<file path="config.mk">
export PLATFORM = sky130hd
export DESIGN_NAME = response_status_code_extractor
export DESIGN_NICKNAME = d
export VERILOG_FILES = /design/src/hw/rtl/rsce_pkg.sv /design/src/hw/rtl/response_status_code_extractor.sv /design/src/hw/rtl/rsce_front.sv /design/src/hw/rtl/rsce_queue.sv /design/src/hw/rtl/rsce_back.sv
export SDC_FILE = /design/constraint.sdc
export NUM_CORES = 1
export LEC_CHECK = 0
export BUFFER_PORTS_ARGS = -buffer_cell sky130_fd_sc_hd__buf_2
export CAP_MARGIN = 10
export CORE_MARGIN = 5
export CORE_UTILIZATION = 30
export DETAILED_ROUTE_END_ITERATION = 8
export GPL_TIMING_DRIVEN = 0
export SYNTH_ARGS = -nofsm -noshare
export SYNTH_HDL_FRONTEND = slang
export SYNTH_SLANG_ARGS = --single-unit
</file>
<file path="constraint.sdc">
create_clock -name i_clk -period 6.2 [get_ports i_clk]
set_clock_uncertainty 0.05 [all_clocks]
set_input_delay 0.31 -clock i_clk [delete_from_list [all_inputs] [get_ports i_clk]]
set_output_delay 0.31 -clock i_clk [all_outputs]
set_load 0.005 [all_outputs]
</file>
<file path="src/hw/rtl/rsce_pkg.sv">
// Types, constants and the code scanner shared by the status code extractor.
`default_nettype none

package rsce_pkg;

    localparam int HEAD_DEPTH    = 12;
    localparam int POS_W         = 4;
    localparam int CODE_LEN      = 3;
    localparam int CODE_W        = 11;
    localparam int MAG_W         = 10;
    localparam int RTSP_CODE_POS = 9;
    localparam int FTP_CODE_POS  = 0;
    localparam int RTSP_TAG_LEN  = 5;
    localparam int QUEUE_DEPTH   = 2;
    localparam int QPTR_W        = $clog2(QUEUE_DEPTH);
    localparam int QCNT_W        = $clog2(QUEUE_DEPTH + 1);

    localparam logic [7:0] CHAR_CR    = 8'h0D;
    localparam logic [7:0] CHAR_LF    = 8'h0A;
    localparam logic [7:0] CHAR_PLUS  = 8'h2B;
    localparam logic [7:0] CHAR_MINUS = 8'h2D;
    localparam logic [7:0] CHAR_ZERO  = 8'h30;

    localparam logic [7:0] RTSP_TAG [RTSP_TAG_LEN] = '{8'h52, 8'h54, 8'h53, 8'h50, 8'h2F};

    localparam logic MODE_RTSP = 1'b0;
    localparam logic MODE_FTP  = 1'b1;

    typedef enum logic [1:0] {
        SCAN_BLANK,
        SCAN_DIGITS,
        SCAN_DONE
    } t_scan_phase;

    // Decoded code: sign and up to three decimal digits, right aligned.
    typedef struct packed {
        logic       neg;
        logic [3:0] hundreds;
        logic [3:0] tens;
        logic [3:0] ones;
    } t_code_req;

    function automatic logic is_blank(input logic [7:0] c);
        return c inside {[8'h09:8'h0D], 8'h20};
    endfunction

    function automatic logic is_digit(input logic [7:0] c);
        return c inside {[8'h30:8'h39]};
    endfunction

    // Walks the three code bytes: skip blanks, take one sign, then digits.
    function automatic t_code_req scan_code(input logic [7:0] b0, input logic [7:0] b1,
                                            input logic [7:0] b2);
        logic [7:0]  bytes [CODE_LEN];
        t_scan_phase phase;
        t_code_req   req;
        logic [3:0]  dig;
        bytes[0] = b0;
        bytes[1] = b1;
        bytes[2] = b2;
        phase    = SCAN_BLANK;
        req      = '0;
        for (int k = 0; k < CODE_LEN; k++) begin
            dig = 4'(bytes[k] - CHAR_ZERO);
            case (phase)
                SCAN_BLANK: begin
                    if (is_blank(bytes[k])) begin
                        phase = SCAN_BLANK;
                    end else if (bytes[k] == CHAR_PLUS || bytes[k] == CHAR_MINUS) begin
                        req.neg = (bytes[k] == CHAR_MINUS);
                        phase   = SCAN_DIGITS;
                    end else if (is_digit(bytes[k])) begin
                        req.hundreds = req.tens;
                        req.tens     = req.ones;
                        req.ones     = dig;
                        phase        = SCAN_DIGITS;
                    end else begin
                        phase = SCAN_DONE;
                    end
                end
                SCAN_DIGITS: begin
                    if (is_digit(bytes[k])) begin
                        req.hundreds = req.tens;
                        req.tens     = req.ones;
                        req.ones     = dig;
                    end else begin
                        phase = SCAN_DONE;
                    end
                end
                default: begin
                    phase = SCAN_DONE;
                end
            endcase
        end
        return req;
    endfunction

endpackage

`default_nettype wire

</file>
<file path="src/hw/rtl/response_status_code_extractor.sv">
// Top level of the response status code extractor.
//
// The block takes one response byte per request and splits the stream into lines ending in
// CR LF, keeping the first twelve bytes of each line (positions not reached by a line keep
// stale bytes until a buffer end clears them). At each line end it reads a three byte code,
// atoi style (blanks, optional sign, digits): in RTSP mode (protocol_mode 0) from positions
// 9 to 11 of lines that start with "RTSP/", in FTP mode (protocol_mode 1) from positions 0
// to 2 of every line. A nonzero code gives one result request with the signed code; a zero
// code gives none and silences the block until the next buffer end. The block accepts one
// byte every cycle while o_stall is low. The front end updates the line state within the
// cycle a byte arrives and pushes each result into the queue as the closing LF is accepted.
// Results pass through a two entry queue into the output register; input is stalled only
// while that queue is full, which happens only when a stalled result waits in the output
// register with two more results queued behind it. protocol_mode is written through
// i_cfg_wr_en and i_cfg_wr_data by the user only while idle; the block never enforces it.
`default_nettype none

module response_status_code_extractor (
    input  wire logic                          i_clk,
    input  wire logic                          i_rst_n,
    input  wire logic                          i_cfg_wr_en,
    input  wire logic                          i_cfg_wr_data,
    input  wire logic                          i_valid,
    output logic                               o_stall,
    input  wire logic [7:0]                    i_data_byte,
    input  wire logic                          i_buffer_end,
    output logic                               o_valid,
    input  wire logic                          i_stall,
    output logic signed [rsce_pkg::CODE_W-1:0] o_status_code
);

    logic                r_mode;
    logic                accept;
    logic                push;
    logic                pop;
    logic                q_not_empty;
    logic                q_full;
    rsce_pkg::t_code_req front_req;
    rsce_pkg::t_code_req head_req;

    // Protocol mode register; the user must write it only while idle, the block never checks.
    always_ff @(posedge i_clk) begin
        if (!i_rst_n) begin
            r_mode <= rsce_pkg::MODE_RTSP;
        end else if (i_cfg_wr_en) begin
            r_mode <= i_cfg_wr_data;
        end
    end

    // A byte may always enter while the queue has room for the result it might produce.
    assign o_stall = q_full;
    assign accept  = i_valid && !q_full;

    rsce_front u_front (
        .i_clk        (i_clk),
        .i_rst_n      (i_rst_n),
        .i_mode       (r_mode),
        .i_accept     (accept),
        .i_data_byte  (i_data_byte),
        .i_buffer_end (i_buffer_end),
        .o_req        (front_req),
        .o_push       (push)
    );

    rsce_queue u_queue (
        .i_clk        (i_clk),
        .i_rst_n      (i_rst_n),
        .i_push       (push),
        .i_push_req   (front_req),
        .i_pop        (pop),
        .o_head_req   (head_req),
        .o_not_empty  (q_not_empty),
        .o_full       (q_full)
    );

    rsce_back u_back (
        .i_clk         (i_clk),
        .i_rst_n       (i_rst_n),
        .i_req         (head_req),
        .i_req_valid   (q_not_empty),
        .o_pop         (pop),
        .o_valid       (o_valid),
        .i_stall       (i_stall),
        .o_status_code (o_status_code)
    );

endmodule

`default_nettype wire

</file>
<file path="src/hw/rtl/rsce_front.sv">
// Front end: line tracking, line head store and code classification per byte.
`default_nettype none

module rsce_front (
    input  wire logic                i_clk,
    input  wire logic                i_rst_n,
    input  wire logic                i_mode,
    input  wire logic                i_accept,
    input  wire logic [7:0]          i_data_byte,
    input  wire logic                i_buffer_end,
    output rsce_pkg::t_code_req      o_req,
    output logic                     o_push
);

    logic [7:0]                  r_head [rsce_pkg::HEAD_DEPTH];
    logic [7:0]                  n_head [rsce_pkg::HEAD_DEPTH];
    logic [rsce_pkg::POS_W-1:0]  r_pos;
    logic [rsce_pkg::POS_W-1:0]  n_pos;
    logic                        r_prev_cr;
    logic                        n_prev_cr;
    logic                        r_stopped;
    logic                        n_stopped;

    logic                        line_end;
    logic                        tag_ok;
    logic                        take;
    logic                        nonzero;
    logic [7:0]                  rtsp_b [rsce_pkg::CODE_LEN];
    logic [7:0]                  ftp_b  [rsce_pkg::CODE_LEN];
    logic [7:0]                  code_b [rsce_pkg::CODE_LEN];

    // The code bytes as they look after this byte is stored.
    always_comb begin
        for (int j = 0; j < rsce_pkg::CODE_LEN; j++) begin
            rtsp_b[j] = (r_pos == rsce_pkg::POS_W'(rsce_pkg::RTSP_CODE_POS + j)) ?
                        i_data_byte : r_head[rsce_pkg::RTSP_CODE_POS + j];
            ftp_b[j]  = (r_pos == rsce_pkg::POS_W'(rsce_pkg::FTP_CODE_POS + j)) ?
                        i_data_byte : r_head[rsce_pkg::FTP_CODE_POS + j];
            code_b[j] = (i_mode == rsce_pkg::MODE_FTP) ? ftp_b[j] : rtsp_b[j];
        end
    end

    always_comb begin
        tag_ok = (r_pos >= rsce_pkg::POS_W'(rsce_pkg::RTSP_TAG_LEN));
        for (int k = 0; k < rsce_pkg::RTSP_TAG_LEN; k++) begin
            tag_ok = tag_ok && (r_head[k] == rsce_pkg::RTSP_TAG[k]);
        end
    end

    assign line_end = !r_stopped && (r_pos != '0) && r_prev_cr &&
                      (i_data_byte == rsce_pkg::CHAR_LF);
    assign take     = (i_mode == rsce_pkg::MODE_FTP) || tag_ok;
    assign o_req    = rsce_pkg::scan_code(code_b[0], code_b[1], code_b[2]);
    assign nonzero  = (o_req.hundreds != '0) || (o_req.tens != '0) || (o_req.ones != '0);
    assign o_push   = i_accept && line_end && take && nonzero;

    always_comb begin
        n_head    = r_head;
        n_pos     = r_pos;
        n_prev_cr = r_prev_cr;
        n_stopped = r_stopped;
        if (i_accept) begin
            if (!r_stopped) begin
                for (int k = 0; k < rsce_pkg::HEAD_DEPTH; k++) begin
                    if (r_pos == rsce_pkg::POS_W'(k)) begin
                        n_head[k] = i_data_byte;
                    end
                end
                if (line_end) begin
                    n_pos     = '0;
                    n_prev_cr = 1'b0;
                    if (take && !nonzero) begin
                        n_stopped = 1'b1;
                    end
                end else begin
                    if (r_pos < rsce_pkg::POS_W'(rsce_pkg::HEAD_DEPTH)) begin
                        n_pos = r_pos + 1'b1;
                    end
                    n_prev_cr = (i_data_byte == rsce_pkg::CHAR_CR);
                end
            end
            if (i_buffer_end) begin
                for (int k = 0; k < rsce_pkg::HEAD_DEPTH; k++) begin
                    n_head[k] = '0;
                end
                n_pos     = '0;
                n_prev_cr = 1'b0;
                n_stopped = 1'b0;
            end
        end
    end

    always_ff @(posedge i_clk) begin
        if (!i_rst_n) begin
            for (int k = 0; k < rsce_pkg::HEAD_DEPTH; k++) begin
                r_head[k] <= '0;
            end
            r_pos     <= '0;
            r_prev_cr <= 1'b0;
            r_stopped <= 1'b0;
        end else begin
            r_head    <= n_head;
            r_pos     <= n_pos;
            r_prev_cr <= n_prev_cr;
            r_stopped <= n_stopped;
        end
    end

endmodule

`default_nettype wire

</file>
<file path="src/hw/rtl/rsce_queue.sv">
// Short request queue between the front end and the back end.
`default_nettype none

module rsce_queue (
    input  wire logic                i_clk,
    input  wire logic                i_rst_n,
    input  wire logic                i_push,
    input  wire rsce_pkg::t_code_req i_push_req,
    input  wire logic                i_pop,
    output rsce_pkg::t_code_req      o_head_req,
    output logic                     o_not_empty,
    output logic                     o_full
);

    rsce_pkg::t_code_req          r_entry [rsce_pkg::QUEUE_DEPTH];
    logic [rsce_pkg::QPTR_W-1:0]  r_wr_ptr;
    logic [rsce_pkg::QPTR_W-1:0]  r_rd_ptr;
    logic [rsce_pkg::QCNT_W-1:0]  r_count;
    logic [rsce_pkg::QCNT_W-1:0]  n_count;

    assign o_head_req  = r_entry[r_rd_ptr];
    assign o_not_empty = (r_count != '0);
    assign o_full      = (r_count == rsce_pkg::QCNT_W'(rsce_pkg::QUEUE_DEPTH));

    always_comb begin
        n_count = r_count;
        if (i_push && !i_pop) begin
            n_count = r_count + 1'b1;
        end else if (!i_push && i_pop) begin
            n_count = r_count - 1'b1;
        end
    end

    always_ff @(posedge i_clk) begin
        if (i_push) begin
            r_entry[r_wr_ptr] <= i_push_req;
        end
    end

    always_ff @(posedge i_clk) begin
        if (!i_rst_n) begin
            r_wr_ptr <= '0;
            r_rd_ptr <= '0;
            r_count  <= '0;
        end else begin
            if (i_push) begin
                r_wr_ptr <= (r_wr_ptr == rsce_pkg::QPTR_W'(rsce_pkg::QUEUE_DEPTH - 1)) ?
                            '0 : r_wr_ptr + 1'b1;
            end
            if (i_pop) begin
                r_rd_ptr <= (r_rd_ptr == rsce_pkg::QPTR_W'(rsce_pkg::QUEUE_DEPTH - 1)) ?
                            '0 : r_rd_ptr + 1'b1;
            end
            r_count <= n_count;
        end
    end

endmodule

`default_nettype wire

</file>
<file path="src/hw/rtl/rsce_back.sv">
// Back end: turns a decoded code into its signed value in the output register.
`default_nettype none

module rsce_back (
    input  wire logic                          i_clk,
    input  wire logic                          i_rst_n,
    input  wire rsce_pkg::t_code_req           i_req,
    input  wire logic                          i_req_valid,
    output logic                               o_pop,
    output logic                               o_valid,
    input  wire logic                          i_stall,
    output logic signed [rsce_pkg::CODE_W-1:0] o_status_code
);

    logic                               r_valid;
    logic signed [rsce_pkg::CODE_W-1:0] r_code;
    logic [rsce_pkg::MAG_W-1:0]         mag;
    logic [rsce_pkg::CODE_W-1:0]        mag_ext;
    logic [rsce_pkg::CODE_W-1:0]        n_code;

    assign o_pop = i_req_valid && (!r_valid || !i_stall);

    assign mag     = rsce_pkg::MAG_W'(i_req.hundreds) * rsce_pkg::MAG_W'(100) +
                     rsce_pkg::MAG_W'(i_req.tens) * rsce_pkg::MAG_W'(10) +
                     rsce_pkg::MAG_W'(i_req.ones);
    assign mag_ext = {1'b0, mag};
    assign n_code  = i_req.neg ? (~mag_ext + 1'b1) : mag_ext;

    always_ff @(posedge i_clk) begin
        if (o_pop) begin
            r_code <= $signed(n_code);
        end
    end

    always_ff @(posedge i_clk) begin
        if (!i_rst_n) begin
            r_valid <= 1'b0;
        end else if (o_pop) begin
            r_valid <= 1'b1;
        end else if (!i_stall) begin
            r_valid <= 1'b0;
        end
    end

    assign o_valid       = r_valid;
    assign o_status_code = r_code;

endmodule

`default_nettype wire

</file>
==> flow_metrics.env <==
export IMPL_result_of_the_run="finished clean"
export IMPL_fp_row_count=55
export IMPL_powerDensity_nw_per_um2=238
export IMPL_finalHoldViolCount=0
export IMPL_layout_drive_gt1_share_pct=15.0
export IMPL_grt_overflow=0
export IMPL_pwr_share_seq_pct=40.8
export IMPL_cp_max_fo=8
export IMPL_clk_insertion_delay_late_ns=0.42
export IMPL_grt_first_pass_wirelength_um=30600
export IMPL_edff_count_synth=37
export IMPL_max_cap_viol_count=0
export IMPL_total_wire_length_um=19200
export IMPL_cts_sinks=114
export IMPL_start_util_pct=30.4
export IMPL_power_switching_mw=0.474
export IMPL_finish_net_count=823
export IMPL_routability_congestion_estimate=0.902
export IMPL_internal_power_summed_over_all_cells_mw=1.43
export IMPL_vias_per_cell=5.49
export IMPL_maxSlewViolCount=0
export IMPL_num_cts_buffers=17
export IMPL_cts_resized=0
export IMPL_critPathLaunchType="flop"
export IMPL_postRouteAntennaNets=0
export IMPL_cell_area_after_layout_um2=7970
export IMPL_antenna_cells=0
export IMPL_power_share_combinational_pct=6.4
export IMPL_crit_arrival_ns=4.88
export IMPL_timing_critical_path_to_type="flop"
export IMPL_cts_hold_repair_buffers=0
export IMPL_timing_setup_critical_path_class="reg -> reg"
export IMPL_initial_antenna_violation_count=0
export IMPL_mappedNetlistArea_um2=6890
export IMPL_post_synthesis_register_bit_count=114
export IMPL_top_level_ports=28
export IMPL_p_clk_share_pct=52.8
export IMPL_synthCells=730
export IMPL_utilization_pct=35.2
export IMPL_cp_data_required_time_ns=6.50
export IMPL_mostFrequentLayoutCells="sky130_fd_sc_hd__nor2_1 (116), sky130_fd_sc_hd__dfxtp_1 (77), sky130_fd_sc_hd__a22oi_1 (61)"
export IMPL_postSynthAreaPerCell_um2=9.44
export IMPL_worst_hold_slack_ns=0.0814
export IMPL_chipWidth_um=162
export IMPL_final_min_period_over_clock_period_pct=73.9
export IMPL_fp_dieH_um=162
export IMPL_root_buffer="sky130_fd_sc_hd__clkbuf_16"
export IMPL_worstMarginPinSlew_ns=0.885
export IMPL_layout_commonest_cell="sky130_fd_sc_hd__nor2_1"
export IMPL_drt_pass1_iter_count=5
export IMPL_routedWlPerCell_um=17.9
export IMPL_detailed_place_hpwl_um=14200
export IMPL_drcViolationCount=0
export IMPL_first_global_vias=5679
export IMPL_floorplan_core_area_um2=22600
export IMPL_setup_viol=0
export IMPL_tritoncts="done"
export IMPL_dpl_cell_area_um2=7370
export IMPL_synthesis_yosys_warnings=0
export IMPL_h_tree_depth=4
export IMPL_power_leakage_nw=2.91
export IMPL_clockBufferDepth=2
export IMPL_clk_pin_slew_ns=0.06
export IMPL_fin_crit_ns=4.58
export IMPL_fmax_mhz=218
export IMPL_headroom_to_the_max_slew_limit_pct=40.6
export IMPL_syn_to_final_growth_pct=15.7
export IMPL_postCtsSetupRepairBufs=0
export IMPL_synth_ff_type="sky130_fd_sc_hd__dfxtp_1"
export IMPL_yosysUniqueCellTypes=85
export IMPL_die_outline_area_um2=26100
export IMPL_placement_io_buffers=25
export IMPL_synth_net_count=779
export IMPL_async_reset_ff_share_pct=0
export IMPL_seq_area_frac_synth_pct=38.5
export IMPL_first_iter_violations=452
export IMPL_setup_repair_after_global_routing_missed_its_margin="false"
export IMPL_max_vdd_ir_drop_v=0.000166
export IMPL_totalNegativeSetupSlack_ns=0
export IMPL_grt_max_degree=17
export IMPL_p_sw_share_pct=25.0
export IMPL_total_routing_usage_reported_by_global_routing_pct=14.8
export IMPL_route_vias_total=5890
export IMPL_hp_class="in -> reg"
==> registers in the layout, summed over array words and instances, names as in the netlist, named ones only <==
| name | flops |
|---|---|
| r_mode | 1 |
| u_front.r_pos | 4 |
| u_queue.r_rd_ptr | 1 |
| u_queue.r_entry | 26 |
| u_back.o_valid | 1 |
| u_back.o_status_code | 11 |
| u_front.r_prev_cr | 1 |
| u_front.r_stopped | 1 |
| u_queue.r_wr_ptr | 1 |
| u_queue.r_count | 2 |
| u_front.r_head | 64 |
==> cell families (layout without fill, tap and decap cells) <==
| group | Yosys count | in the layout | synth area share, % |
|---|---|---|---|
| and+or+nand+nor | 282 | 282 | 22.8 |
| AOI/OAI and AO/OA | 168 | 168 | 18.6 |
| DFF | 114 | 114 | 38.5 |
| buffers and inverters | 69 | 126 | 4.43 |
| muxes | 38 | 38 | 5.79 |
| adders and majority gates | 34 | 34 | 6.72 |
| xor gates and xnor gates | 25 | 25 | 3.18 |
==> worst max-delay path: stages (launching register included) <==
cell                       delay, ns
sky130_fd_sc_hd__dfxtp_1        0.34
sky130_fd_sc_hd__inv_1          0.12
sky130_fd_sc_hd__ha_1           0.35
sky130_fd_sc_hd__or3b_1         0.37
sky130_fd_sc_hd__buf_2          0.18
sky130_fd_sc_hd__and3_4         0.20
sky130_fd_sc_hd__nor4_1         0.55
sky130_fd_sc_hd__or3b_1         0.21
sky130_fd_sc_hd__a21oi_1        0.09
sky130_fd_sc_hd__o311ai_4       0.30
sky130_fd_sc_hd__nand3_1        0.33
sky130_fd_sc_hd__nor4_4         0.46
sky130_fd_sc_hd__nor3_1         0.11
sky130_fd_sc_hd__ha_1           0.35
sky130_fd_sc_hd__or3_1          0.35
sky130_fd_sc_hd__a21oi_1        0.14
==> layer usage <==
| layer | part of all wire (%) | GRT usage (%) | wire length (um) |
|---|---|---|---|
| met1 | 45 | 19.0 | 8570 |
| met4 | 3.0 | 5.58 | 568 |
| met5 | 0 | 0 | 0 |
| met3 | 5.6 | 3.27 | 1080 |
| met2 | 47 | 24.4 | 8960 |
==> cell usage after synthesis (all sizes together), types with 7 or more instances <==
cell / instances / area (um2)
buf: 16 / 105
nand2: 31 / 116
and3: 10 / 72.6
xnor2: 17 / 149
o21ai: 19 / 95.1
nor2b: 12 / 82.6
mux2: 12 / 135
nor3b: 10 / 108
a22oi: 61 / 458
edfxtp: 37 / 1110
xor2: 8 / 70.1
dfxtp: 77 / 1540
inv: 30 / 113
nand4: 8 / 56.3
mux2i: 26 / 264
nand2b: 8 / 50.1
clkbuf: 23 / 87.6
nor4b: 7 / 67.6
ha: 29 / 363
nor3: 19 / 116
a21oi: 29 / 171
nand3: 10 / 50.1
nor4: 9 / 77.6
nor2: 116 / 435
==> cell type report <==
type / instances / area (um2)
plain buffers: 39 / 193
flip-flops and latches: 114 / 2650
well taps: 285 / 357
clock buffers: 19 / 453
repair buffers: 25 / 125
fillers: 2325 / 14700
inverters: 30 / 113
clock inverters: 13 / 145
multi-input cells: 547 / 3930
==> power by group through the flow <==
stage	Sequential (mW)	Clock (mW)	Combinational [mW]
global placement	0.791	0	0.118
global route	0.776	1.05	0.130
finish	0.776	1.00	0.121
floorplan	0.789	0	0.0788
detailed placement	0.791	0	0.118
CTS	0.775	1.02	0.119
==> path summary, 6_finish.rpt <==
path | cells past startpoint | end | slack [ns] | start
worst max-delay path | 15 | u_queue.r_count[1] | 1.62 | u_front.r_pos[0]
worst min-delay path | 3 | r_mode | 0.08 | i_cfg_wr_data
worst max register to register | 15 | u_queue.r_count[1] | 1.62 | u_front.r_pos[0]
worst min register to register | 2 | u_front.r_prev_cr | 0.40 | u_front.r_prev_cr
==> through the flow <==
stage          worst slack [ns]  std cells  power, mW
6_report                   1.62       1072       1.90
5_1_grt                    1.44       1072       1.96
4_1_cts                    1.65       1072       1.91
3_5_place_dp               1.67       1040      0.910
3_3_place_gp               1.65       1040      0.910
2_1_floorplan              2.20        730      0.868
(Power assumes the default switching activity.)
